[src/rtl/qtsb_pkg.sv]
// ----------------------------------------------------------------------------
// qtsb_pkg
// Shared constants, codes and control structures of the quantisation table
// set builder.
// ----------------------------------------------------------------------------
package qtsb_pkg;

   localparam int TABLE_COUNT  = 5;
   localparam int HALF_ENTRIES = 128;
   localparam int MAX_CONTEXTS = 32768;

   localparam int STORE_DEPTH = TABLE_COUNT * HALF_ENTRIES;
   localparam int ADDR_W      = $clog2(STORE_DEPTH);
   localparam int TAB_W       = $clog2(TABLE_COUNT + 1);
   localparam int POS_W       = $clog2(HALF_ENTRIES + 1);
   localparam int FACTOR_W    = POS_W + 1;

   localparam int CMD_W     = 2;
   localparam int RUN_W     = 8;
   localparam int LEN_W     = RUN_W + 1;
   localparam int RD_TAB_W  = 3;
   localparam int ENTRY_W   = 8;
   localparam int STATUS_W  = 3;
   localparam int CNT_W     = 16;
   localparam int RVAL_W    = 32;
   localparam int VALUE_W   = 31;
   localparam int SCALE_W   = 40;
   localparam int PROD_W    = SCALE_W + POS_W;

   localparam logic [PROD_W-1:0]  VALUE_LIMIT = PROD_W'(64'h7FFF_FFFF);
   localparam logic [SCALE_W-1:0] CNT_MAX     = SCALE_W'(64'hFFFF);

   typedef enum logic [CMD_W-1:0] {
      CMD_BEGIN = 2'd0,
      CMD_RUN   = 2'd1,
      CMD_READ  = 2'd2,
      CMD_BAD   = 2'd3
   } cmd_type;

   typedef enum logic [STATUS_W-1:0] {
      ST_OK           = 3'd0,
      ST_COMPLETE     = 3'd1,
      ST_RUN_PAST_END = 3'd2,
      ST_OVERFLOW     = 3'd3,
      ST_CONTEXTS     = 3'd4,
      ST_BAD_CMD      = 3'd5
   } status_type;

   typedef enum logic [2:0] {
      S_IDLE,
      S_DECODE,
      S_CHECK,
      S_FILL,
      S_SCALE,
      S_FINISH,
      S_READ
   } state_type;

   typedef struct packed {
      logic       capture;
      logic       begin_set;
      logic       read_issue;
      logic       calc_prod;
      logic       fill_write;
      logic       scale_update;
      logic       finish;
      logic       load_read;
      logic       latch_error;
      logic       respond;
      status_type status;
   } ctrl_cmd_type;

   typedef struct packed {
      cmd_type cmd;
      logic    err;
      logic    tables_done;
      logic    run_long;
      logic    overflow;
      logic    fill_last;
      logic    half_full;
      logic    table_last;
      logic    read_bad;
      logic    ctx_bad;
   } dp_status_type;

endpackage

[src/rtl/qtsb_ctrl.sv]
// ----------------------------------------------------------------------------
// qtsb_ctrl
// Sequencer: decodes each transaction and steps the datapath through the
// checks, the entry fill loop, the scale update and the completion check.
// ----------------------------------------------------------------------------
module qtsb_ctrl (
   input  logic                   clock,
   input  logic                   reset,
   input  logic                   start,
   output logic                   busy,
   input  qtsb_pkg::dp_status_type dp_status,
   output qtsb_pkg::ctrl_cmd_type  dp_cmd
);

   qtsb_pkg::state_type state_ff;
   qtsb_pkg::state_type state_in;

   always_ff @(posedge clock) begin
      if (reset) begin
         state_ff <= qtsb_pkg::S_IDLE;
      end else begin
         state_ff <= state_in;
      end
   end

   always_comb begin
      state_in = state_ff;
      unique case (state_ff)
         qtsb_pkg::S_IDLE: begin
            if (start) begin
               state_in = qtsb_pkg::S_DECODE;
            end
         end
         qtsb_pkg::S_DECODE: begin
            unique case (dp_status.cmd)
               qtsb_pkg::CMD_READ: begin
                  state_in = dp_status.read_bad ? qtsb_pkg::S_IDLE : qtsb_pkg::S_READ;
               end
               qtsb_pkg::CMD_RUN: begin
                  if (dp_status.err || dp_status.tables_done || dp_status.run_long) begin
                     state_in = qtsb_pkg::S_IDLE;
                  end else begin
                     state_in = qtsb_pkg::S_CHECK;
                  end
               end
               default: state_in = qtsb_pkg::S_IDLE;
            endcase
         end
         qtsb_pkg::S_CHECK: begin
            state_in = dp_status.overflow ? qtsb_pkg::S_IDLE : qtsb_pkg::S_FILL;
         end
         qtsb_pkg::S_FILL: begin
            if (dp_status.fill_last) begin
               state_in = dp_status.half_full ? qtsb_pkg::S_SCALE : qtsb_pkg::S_IDLE;
            end
         end
         qtsb_pkg::S_SCALE: begin
            state_in = dp_status.table_last ? qtsb_pkg::S_FINISH : qtsb_pkg::S_IDLE;
         end
         qtsb_pkg::S_FINISH: state_in = qtsb_pkg::S_IDLE;
         qtsb_pkg::S_READ:   state_in = qtsb_pkg::S_IDLE;
         default:            state_in = qtsb_pkg::S_IDLE;
      endcase
   end

   always_comb begin
      dp_cmd        = '0;
      dp_cmd.status = qtsb_pkg::ST_OK;
      busy          = (state_ff != qtsb_pkg::S_IDLE);
      unique case (state_ff)
         qtsb_pkg::S_IDLE: begin
            dp_cmd.capture = start;
         end
         qtsb_pkg::S_DECODE: begin
            unique case (dp_status.cmd)
               qtsb_pkg::CMD_BEGIN: begin
                  dp_cmd.begin_set = 1'b1;
                  dp_cmd.respond   = 1'b1;
               end
               qtsb_pkg::CMD_READ: begin
                  if (dp_status.read_bad) begin
                     dp_cmd.respond = 1'b1;
                     dp_cmd.status  = qtsb_pkg::ST_BAD_CMD;
                  end else begin
                     dp_cmd.read_issue = 1'b1;
                  end
               end
               qtsb_pkg::CMD_RUN: begin
                  if (dp_status.err || dp_status.tables_done) begin
                     dp_cmd.respond = 1'b1;
                     dp_cmd.status  = qtsb_pkg::ST_BAD_CMD;
                  end else if (dp_status.run_long) begin
                     dp_cmd.respond     = 1'b1;
                     dp_cmd.latch_error = 1'b1;
                     dp_cmd.status      = qtsb_pkg::ST_RUN_PAST_END;
                  end else begin
                     dp_cmd.calc_prod = 1'b1;
                  end
               end
               default: begin
                  dp_cmd.respond = 1'b1;
                  dp_cmd.status  = qtsb_pkg::ST_BAD_CMD;
               end
            endcase
         end
         qtsb_pkg::S_CHECK: begin
            if (dp_status.overflow) begin
               dp_cmd.respond     = 1'b1;
               dp_cmd.latch_error = 1'b1;
               dp_cmd.status      = qtsb_pkg::ST_OVERFLOW;
            end
         end
         qtsb_pkg::S_FILL: begin
            dp_cmd.fill_write = 1'b1;
            dp_cmd.respond    = dp_status.fill_last && !dp_status.half_full;
         end
         qtsb_pkg::S_SCALE: begin
            dp_cmd.scale_update = 1'b1;
            dp_cmd.respond      = !dp_status.table_last;
         end
         qtsb_pkg::S_FINISH: begin
            dp_cmd.respond = 1'b1;
            if (dp_status.ctx_bad) begin
               dp_cmd.latch_error = 1'b1;
               dp_cmd.status      = qtsb_pkg::ST_CONTEXTS;
            end else begin
               dp_cmd.finish = 1'b1;
               dp_cmd.status = qtsb_pkg::ST_COMPLETE;
            end
         end
         qtsb_pkg::S_READ: begin
            dp_cmd.load_read = 1'b1;
            dp_cmd.respond   = 1'b1;
         end
         default: begin
            dp_cmd = '0;
         end
      endcase
   end

endmodule

[config.mk]
export PLATFORM = sky130hd
export DESIGN_NAME = qtsb_ctrl
export DESIGN_NICKNAME = d
export VERILOG_FILES = /design/src/rtl/qtsb_pkg.sv /design/src/rtl/qtsb_ctrl.sv
export SDC_FILE = /design/constraint.sdc
export NUM_CORES = 1
export LEC_CHECK = 0
export ABC_CLOCK_PERIOD_IN_PS = 1450
export BUFFER_PORTS_ARGS = -buffer_cell sky130_fd_sc_hd__buf_4
export CORE_AREA = 2 2 39 41
export DETAILED_ROUTE_END_ITERATION = 6
export DIE_AREA = 0 0 41 43
export GPL_ROUTABILITY_DRIVEN = 0
export GPL_TIMING_DRIVEN = 0
export PLACE_DENSITY = 0.79
export SYNTH_ARGS = -nofsm -noshare
export SYNTH_HDL_FRONTEND = slang
export SYNTH_SLANG_ARGS = --single-unit
[constraint.sdc]
create_clock -name clock -period 1.45 [get_ports clock]
set_input_delay 0.2175 -clock clock [delete_from_list [all_inputs] [get_ports clock]]
set_output_delay 0.2175 -clock clock [all_outputs]
set_load 0.05 [all_outputs]
==> flow_summary.ini, run 1 <==
[final_layout]
antennaDiodeCount = 0
top_regs = state_ff x3
largest_register_ffs = 3
final_util_pct = 77.4
layout-drive-gt1-share_pct = 65.5
largest-register = state_ff
nets = 132
area_growth_pct = 123
fin_cells = 129

[timing]
fin_crit_ns = 1.64
tns_ns = -1.34
hold_viol = 0
worst_pin_slew_ns = 0.275
rsz0062_at_grt = yes
worst_slack_ns = -0.193
slew_violations = 0
setup_viol = 12
max_slew_margin_pct = 81.4
max_freq_ghz = 0.609
fin_worst_skew_ns = 0.00466
period_share_pct = 113

[critical_path]
startpoint_type = flip-flop
end_kind = output pin
path_max_fanout = 5
r2r_end = state_ff[2]$_SDFFE_PP0P_
timing_worst_setup_path_type = reg -> out
r2r_slack_ns = 0.07
critPathRequiredTime_ns = 1.23
worstRegToRegCells = 5
reg2reg_from = state_ff[2]$_SDFFE_PP0P_
cp.arrival_ns = 1.43

[grt]
grt_pass1_vias = 656
grt.total_usage_pct = 21.9
grt_first_pass_wirelength_mm = 2.65
antenna_found_initial = 0
grt_max_degree = 11
overflow = 0

[clock_network]
cts_tree = yes
cts_root_buffer = clkbuf_4
htree_levels = 1
cts_max_path_buffers = 2
path_clk_slew_ns = 0.04
cts_buffers = 3
insertion_delay_ns = 0.25
cts_hold_buf = 0
cts.sinks = 3

[yosys]
synthesis.area_um2 = 479
synth_seq_area_share_pct = 12.5
syn_nets = 85
synth_edf_count = 0
yosysUniqueCellTypes = 32
synth_ff_type = dfxtp_1
synth_warnings = 0
synth.area.top_cells = dfxtp_1 13%, ha_1 10%, nor2_1 6.3%, nor2b_1 5.2%, nor3b_2 5.2%
async_reset_ff_share_pct = 0
ys_ff_latch = 3
synthDominantCellAreaShare_pct = 12.5
netlist_instances = 67
syn_area_per_cell_um2 = 7.15
synth_largest_area_cell = dfxtp_1

[detailed_routing]
ant_nets = 0
drcViolationCount = 0
num_vias = 655
wl_per_cell_um = 12.9
wl_mm = 1.67
drtIter0Drc = 5
drt_pre_antenna_iters = 4
routed_via_density = 5.08

[status]
status = finished, violations left
failed_checks = negative setup slack

[hold_path]
min_from = reset
hold_class = in -> reg
holdPathEnd = state_ff[1]$_SDFFE_PP0P_
hold_depth = 2

[floorplanning]
num_io_pins = 28
dieArea_um2 = 1760
start_util_pct = 34.6
die_w_um = 41
rows = 14
core-area_um2 = 1380
die_h_um = 43

[placed_design]
port_buffers = 27
dp_hpwl_mm = 1.09
placed_cells = 110

[pwr]
p_per_area_nw_per_um2 = 544
ir_worst_vdd_mv = 0.344
report.power.total_mw = 0.583
power.leakage_nw = 0.484

[job]
max-cap-violations = 0
-- critical path, stage by stage (launching register included) --
cell and delay (ns):
dfxtp_4 0.37, buf_6 0.12, nor2b_2 0.14, nand3b_1 0.18, o211ai_1 0.14, buf_4 0.23
-- cell families (layout without fill, tap and decap cells) --
family	after synthesis	count (layout)	synth area share (%)
flip-flops	3	3	12.5
AO/OA/AOI/OAI	15	15	23.0
adder cells (fa/ha/maj)	4	4	10.4
AND/OR/NAND/NOR	37	37	44.4
buffers and inverters	7	53	7.57
multiplexers	1	1	2.09
-- cell usage after synthesis, types with 2 or more instances --
master / count
a21oi_1: 2
and2_1: 2
buf_2: 2
dfxtp_1: 3
ha_1: 4
inv_1: 4
nand2_1: 6
nand2b_1: 3
nand3_1: 2
nor2_1: 8
nor2b_1: 4
nor3_1: 2
nor3b_2: 2
o211ai_1: 2
o21ai_0: 3
or2b_1: 2
-- where the power goes --
group / leakage, nW / internal [mW] / switching [mW]
registers: 0.0266 / 0.0836 / 0.00422
logic: 0.443 / 0.166 / 0.170
clock network: 0.0150 / 0.104 / 0.0558
total: 0.484 / 0.353 / 0.230
-- cell type report --
type	count	area [um2]
Clock buffer	4	26.3
Buffer	3	33.8
Fill cell	89	313
Timing Repair Buffer	42	398
Inverter	4	15.0
Tap cell	16	20.0
Multi-Input combinational cell	57	507
Sequential cell	3	71.3
-- timing repair --
action                                 4_1_cts  5_1_grt
pin swaps                                   10        9
setup endpoints to repair                   12       13
endpoints found under the hold margin        0        0
setup buffers                               11        3
gates resized for setup                     36        8
gates cloned                                 1        0
-- routing by layer --
layer  share of wire [%]  GRT usage, %  vias to the layer above
li1                    -             -                      333
met1                  38          22.0                      296
met2                  57          41.3                       24
met3                 3.6          1.57                        2
met4                 1.6          10.0                        0
met5                   0             0                        -
-- how the worst max path moves through the flow --
| stage | startpoint | endpoint | slack (ns) | cells past startpoint |
|---|---|---|---|---|
| after floorplan | state_ff[1]$_SDFFE_PP0P_ | dp_cmd[4] | -0.18 | 3 |
| after global placement | state_ff[0]$_SDFFE_PP0P_ | dp_cmd[4] | -0.11 | 4 |
| after detailed placement | state_ff[0]$_SDFFE_PP0P_ | dp_cmd[4] | -0.16 | 4 |
| after CTS | state_ff[1]$_SDFFE_PP0P_ | dp_cmd[3] | -0.17 | 5 |
| after global routing | state_ff[1]$_SDFFE_PP0P_ | dp_cmd[4] | -0.27 | 5 |
| final | state_ff[1]$_SDFFE_PP0P_ | dp_cmd[4] | -0.19 | 5 |
-- stage by stage --
| stage | cell area (um2) | worst slack (ns) | hold WS, ns |
|---|---|---|---|
| 6_report | 1070 | -0.193 | 0.151 |
| 5_1_grt | 1070 | -0.270 | 0.134 |
| 4_1_cts | 1010 | -0.171 | 0.145 |
| 3_5_place_dp | 766 | -0.159 | 0.405 |
| 3_3_place_gp | 766 | -0.107 | 0.405 |
| 2_1_floorplan | 543 | -0.179 | 0.287 |
-- cells in the final DEF (no fill, tap or decap), types with 2 or more instances in the layout --
| master | synthesis | routed |
|---|---|---|
| buf_8 | 0 | 5 |
| clkbuf_4 | 0 | 3 |
| or2b_1 | 2 | 2 |
| buf_4 | 0 | 25 |
| nand2_1 | 6 | 6 |
| inv_1 | 4 | 4 |
| dfxtp_4 | 0 | 3 |
| nor2b_4 | 0 | 2 |
| o211ai_1 | 2 | 2 |
| and2_4 | 0 | 2 |
| nor3b_4 | 0 | 2 |
| ha_1 | 4 | 3 |
| o21ai_2 | 0 | 2 |
| buf_6 | 1 | 15 |
| nor2_1 | 8 | 6 |
| nand2b_4 | 0 | 2 |
(Power assumes the default switching activity.)
==> inputs of run 2 (changes only) <==
BUFFER_PORTS_ARGS = -buffer_cell sky130_fd_sc_hd__buf_2   (was -buffer_cell sky130_fd_sc_hd__buf_4)
CAP_MARGIN = 20   (was unset)
==> flow_summary.ini, run 2 (synthesis results as in run 1) <==
[pwr]
ir_worst_vdd_mv = 0.330
power.leakage_nw = 0.447
p_per_area_nw_per_um2 = 541

[detailed_routing]
routed.top_layer = met4
routed_via_density = 5.43
drcViolationCount = 0
drtIter0Drc = 11
wl_met2_um = 994
wl_mm = 1.77
met3WireLength_um = 102
wl_met1_um = 653
drt_pre_antenna_iters = 4
wl_per_cell_um = 14.3
num_vias = 673
ant_nets = 0

[critical_path]
reg2reg_from = state_ff[1]$_SDFFE_PP0P_
critPathRequiredTime_ns = 1.23
worstRegToRegCells = 6
timing_worst_setup_path_type = reg -> out
cp.arrival_ns = 1.41
startpoint_type = flip-flop
path_max_fanout = 8
end_kind = output pin
r2r_slack_ns = 0.05
r2r_end = state_ff[2]$_SDFFE_PP0P_

[placed_design]
dpl_cell_area_um2 = 698
dpl_worst_slack_ns = -0.167
port_buffers = 27
placed_cells = 110
dp_hpwl_mm = 1.04

[timing]
fin_crit_ns = 1.63
setup_viol = 12
worst_pin_slew_ns = 0.399
max_slew_margin_pct = 73.0
fin_worst_skew_ns = 0.000201
timing.hold.ws_ns = 0.192
worst_slack_ns = -0.182
hold_viol = 0
max_freq_ghz = 0.613
period_share_pct = 113
slew_violations = 0
rsz0062_at_grt = yes

[final_layout]
antennaDiodeCount = 0
nets = 127
seq_area_um2 = 71.3
layout-drive-gt1-share_pct = 64.8
area_growth_pct = 103
fin_cells = 124
final_util_pct = 70.3
mostFrequentLayoutCells = 14 x buf_6, 14 x buf_2, 10 x buf_4
largest-register = state_ff
multi_input_area_um2 = 508
largest_register_ffs = 3
finish.instance_area_um2 = 973
top_regs = state_ff x3
nFillCells = 107

[grt]
grt.total_usage_pct = 20.0
overflow = 0
grt_pass1_vias = 615
grt_first_pass_wirelength_mm = 2.42
antenna_found_initial = 0
grt_max_degree = 11

[status]
status = finished, violations left
failed_checks = negative setup slack

[clock_network]
cts_root_buffer = clkbuf_4
cts_hold_buf = 0
insertion_delay_ns = 0.23
cts_max_path_buffers = 2
cts.sinks = 3
cts_tree = yes
cts_buffers = 3
path_clk_slew_ns = 0.04
htree_levels = 1

[floorplanning]
die_w_um = 41
num_io_pins = 28
die_h_um = 43
core-area_um2 = 1380
start_util_pct = 34.6
rows = 14
dieArea_um2 = 1760

[hold_path]
hold_class = in -> reg
holdPathEnd = state_ff[1]$_SDFFE_PP0P_
hold_depth = 2
min_from = reset

[job]
max-cap-violations = 0
[run 2: worst max-delay path by stage]
| stage | start | endpoint | slack [ns] | cells after the start |
|---|---|---|---|---|
| after global routing | state_ff[2]$_SDFFE_PP0P_ | dp_cmd[1] | -0.23 | 4 |
| after floorplan | state_ff[1]$_SDFFE_PP0P_ | dp_cmd[4] | -0.18 | 3 |
| after global placement | state_ff[0]$_SDFFE_PP0P_ | dp_cmd[4] | -0.15 | 4 |
| after CTS | state_ff[1]$_SDFFE_PP0P_ | dp_cmd[3] | -0.13 | 5 |
| after detailed placement | state_ff[0]$_SDFFE_PP0P_ | dp_cmd[4] | -0.17 | 4 |
| final | state_ff[2]$_SDFFE_PP0P_ | dp_cmd[4] | -0.18 | 4 |
[run 2: cell type report]
type                    instances  share of cell area [%]
plain buffers                   3                    3.47
clock buffers                   4                    2.70
inverters                       4                    1.54
multi-input cells              57                    52.2
flip-flops and latches          3                    7.33
well taps                      16                    2.06
repair buffers                 37                    30.7
[run 2: metal layers]
layer,GRT usage (%),vias up
li1,-,323
met3,3.14,4
met2,35.9,27
met1,21.4,319
met4,8.00,0
met5,0,-
[run 2: worst max-delay path, cell delays in order (launching register included)]
cell	delay (ns)
dfxtp_4	0.37
nor3b_4	0.28
nand4_1	0.19
o211ai_1	0.12
buf_4	0.22
[run 2: stage by stage]
step | setup TNS [ns] | total power, mW
2_1_floorplan | -0.370 | 0.247
3_3_place_gp | -0.579 | 0.299
3_5_place_dp | -0.732 | 0.303
4_1_cts | -0.919 | 0.506
5_1_grt | -1.76 | 0.555
6_report | -1.24 | 0.526
[run 2: timing repair]
item                       CTS  global route
resized for setup           44            12
setup buffers                7             3
setup endpoints to repair   13            14
cloned                       1             0
pin swaps                    9             2
hold endpoints to repair     0             0
[run 2: where the power goes]
group	internal [mW]	leakage (nW)	switching, mW
clock	0.103	0.0150	0.0446
sequential	0.0837	0.0266	0.00494
combinational	0.127	0.405	0.163
==> inputs of run 3 (changes only) <==
ABC_AREA = 1   (was unset)
PLACE_DENSITY = 0.8   (was 0.79)
==> flow_summary.ini, run 3 <==
[final_layout]
nets = 139
largest-register = state_ff
layout.cells.most_common = buf_2
final_util_pct = 63.5
area_growth_pct = 79.5
top_regs = state_ff x3
layout-drive-gt1-share_pct = 55.8
antennaDiodeCount = 0
largest_register_ffs = 3
mostFrequentLayoutCells = 16 x buf_2, 15 x nand2_1, 12 x inv_1

[grt]
antenna_found_initial = 0
grt_pass1_vias = 604
grt.total_usage_pct = 19.5
grt_first_pass_wirelength_mm = 2.35
overflow = 0
grt_max_degree = 8

[floorplanning]
rows = 14
start_util_pct = 35.4
dieArea_um2 = 1760
num_io_pins = 28
die_w_um = 41
core-area_um2 = 1380
die_h_um = 43

[clock_network]
path_clk_slew_ns = 0.04
htree_levels = 1
cts_buffers = 3
cts_hold_buf = 0
cts_root_buffer = clkbuf_4
insertion_delay_ns = 0.24
cts.sinks = 3
cts_tree = yes
cts_max_path_buffers = 2

[yosys]
async_reset_ff_share_pct = 0
syn_area_per_cell_um2 = 5.89
synth_seq_area_share_pct = 12.3
synthDominantCellAreaShare_pct = 12.3
synthMuxAreaShare_pct = 0
synth_edf_count = 0
yosysUniqueCellTypes = 22
synth_top_family_by_area = simple AND/OR/NAND/NOR gates
synthesis.area_um2 = 489
ys_ff_latch = 3
synth_largest_area_cell = dfxtp_1
synthAdderAreaFrac_pct = 10.2
synth.area.top_cells = dfxtp_1 12%, nand2_1 12%, nor2_1 11%, ha_1 10%, inv_1 10%
synth_compound_area_share_pct = 10.5
synth_xor_area_share_pct = 0
ys_top_cells_by_count = 16 x nand2_1, 14 x nor2_1, 13 x inv_1
synth_ff_type = dfxtp_1
syn_nets = 101
synth-simple-area-share_pct = 52.9
synth_warnings = 0
netlist_instances = 83
yosysMostFrequentCell = nand2_1

[detailed_routing]
routed.top_layer = met4
wl_met2_um = 728
met3WireLength_um = 63
ant_nets = 0
num_vias = 649
drcViolationCount = 0
drtIter0Drc = 16
wl_per_cell_um = 10.6
drt_pre_antenna_iters = 4
wl_mm = 1.44
routed_via_density = 4.77
wl_met1_um = 630

[timing]
fin_crit_ns = 1.52
worst_pin_slew_ns = 0.248
worst_slack_ns = -0.0677
max_freq_ghz = 0.659
hold_viol = 0
setup_viol = 4
max_slew_margin_pct = 83.6
fin_worst_skew_ns = 0.00265
rsz0062_at_grt = yes
slew_violations = 0
period_share_pct = 105

[critical_path]
critPathTopFamily = flip-flops
r2r_end = state_ff[0]$_SDFFE_PP0P_
cp.arrival_ns = 1.30
path_cells = inv_6, nor2_4, nand3_4, clkinv_4, nor2_4, a21oi_4, buf_8
critPathSlowestCell = dfxtp_4
endpoint = dp_cmd[1]
path_depth = 7
critPathBufInv = 3
path_max_fanout = 5
crit_start = state_ff[1]$_SDFFE_PP0P_
worstRegToRegCells = 7
timing_worst_setup_path_type = reg -> out
startpoint_type = flip-flop
reg2reg_from = state_ff[2]$_SDFFE_PP0P_
critPathRequiredTime_ns = 1.23
r2r_slack_ns = 0.29
path_common_cell = nor2_4
end_kind = output pin
crit_path_max_incr_delay_ns = 0.39

[placed_design]
port_buffers = 27
dp_hpwl_mm = 1.05

[status]
failed_checks = negative setup slack
status = finished, violations left

[pwr]
report.power.total_mw = 0.474
p_per_area_nw_per_um2 = 540
power.leakage_nw = 0.459
ir_worst_vdd_mv = 0.307

[hold_path]
hold_class = in -> reg
hold_depth = 2

[job]
max-cap-violations = 0
[run 3: per-stage QoR]
step / setup TNS [ns] / instances / setup slack (ns) / area [um2] / hold slack [ns]
floorplan: -0.818 / 83 / -0.386 / 520 / 0.280
finish: -0.169 / 136 / -0.0677 / 878 / 0.140
global route: -0.545 / 136 / -0.113 / 878 / 0.150
CTS: -0.215 / 132 / -0.0600 / 813 / 0.148
global placement: -0.0712 / 126 / -0.0472 / 676 / 0.380
detailed placement: -0.161 / 126 / -0.0641 / 676 / 0.393
[run 3: layer usage]
layer | track usage (%) | vias to the layer above
met5 | 0 | -
met4 | 10.0 | 0
met1 | 22.8 | 292
met2 | 31.9 | 21
met3 | 3.14 | 3
li1 | - | 333
[run 3: cell families (layout without fill, tap and decap cells)]
| logic type | after synthesis | after routing |
|---|---|---|
| buffers and inverters | 18 | 55 |
| AND/OR/NAND/NOR | 49 | 49 |
| AO/OA/AOI/OAI | 9 | 9 |
| flip-flops | 3 | 3 |
| adder cells (fa/ha/maj) | 4 | 4 |
[run 3: report_power, final]
group          internal (mW)  switching, mW
registers             0.0836        0.00815
logic                 0.0831          0.145
clock network          0.104         0.0510
total                  0.270          0.204
[run 3: how the worst min path moves through the flow]
stage,slack [ns],from,to
5_1_grt,0.15,reset,state_ff[0]$_SDFFE_PP0P_
6_report,0.14,reset,state_ff[0]$_SDFFE_PP0P_
3_5_place_dp,0.39,reset,state_ff[0]$_SDFFE_PP0P_
3_3_place_gp,0.38,reset,state_ff[0]$_SDFFE_PP0P_
2_1_floorplan,0.28,reset,state_ff[0]$_SDFFE_PP0P_
4_1_cts,0.15,reset,state_ff[0]$_SDFFE_PP0P_
[run 3: cell type report]
cell class / count / area (um2)
sequential: 3 / 71.3
tap: 16 / 20.0
timing repair buffer: 33 / 241
clock buffer: 4 / 26.3
inverter: 18 / 85.1
multi-input combinational: 62 / 434
fill: 119 / 505
[run 3: what timing repair did]
item | 4_1_cts | 5_1_grt
endpoints found under the setup margin | 12 | 12
buffers inserted | 2 | 4
pin swaps | 3 | 5
cloned | 0 | 0
resized for setup | 30 | 14
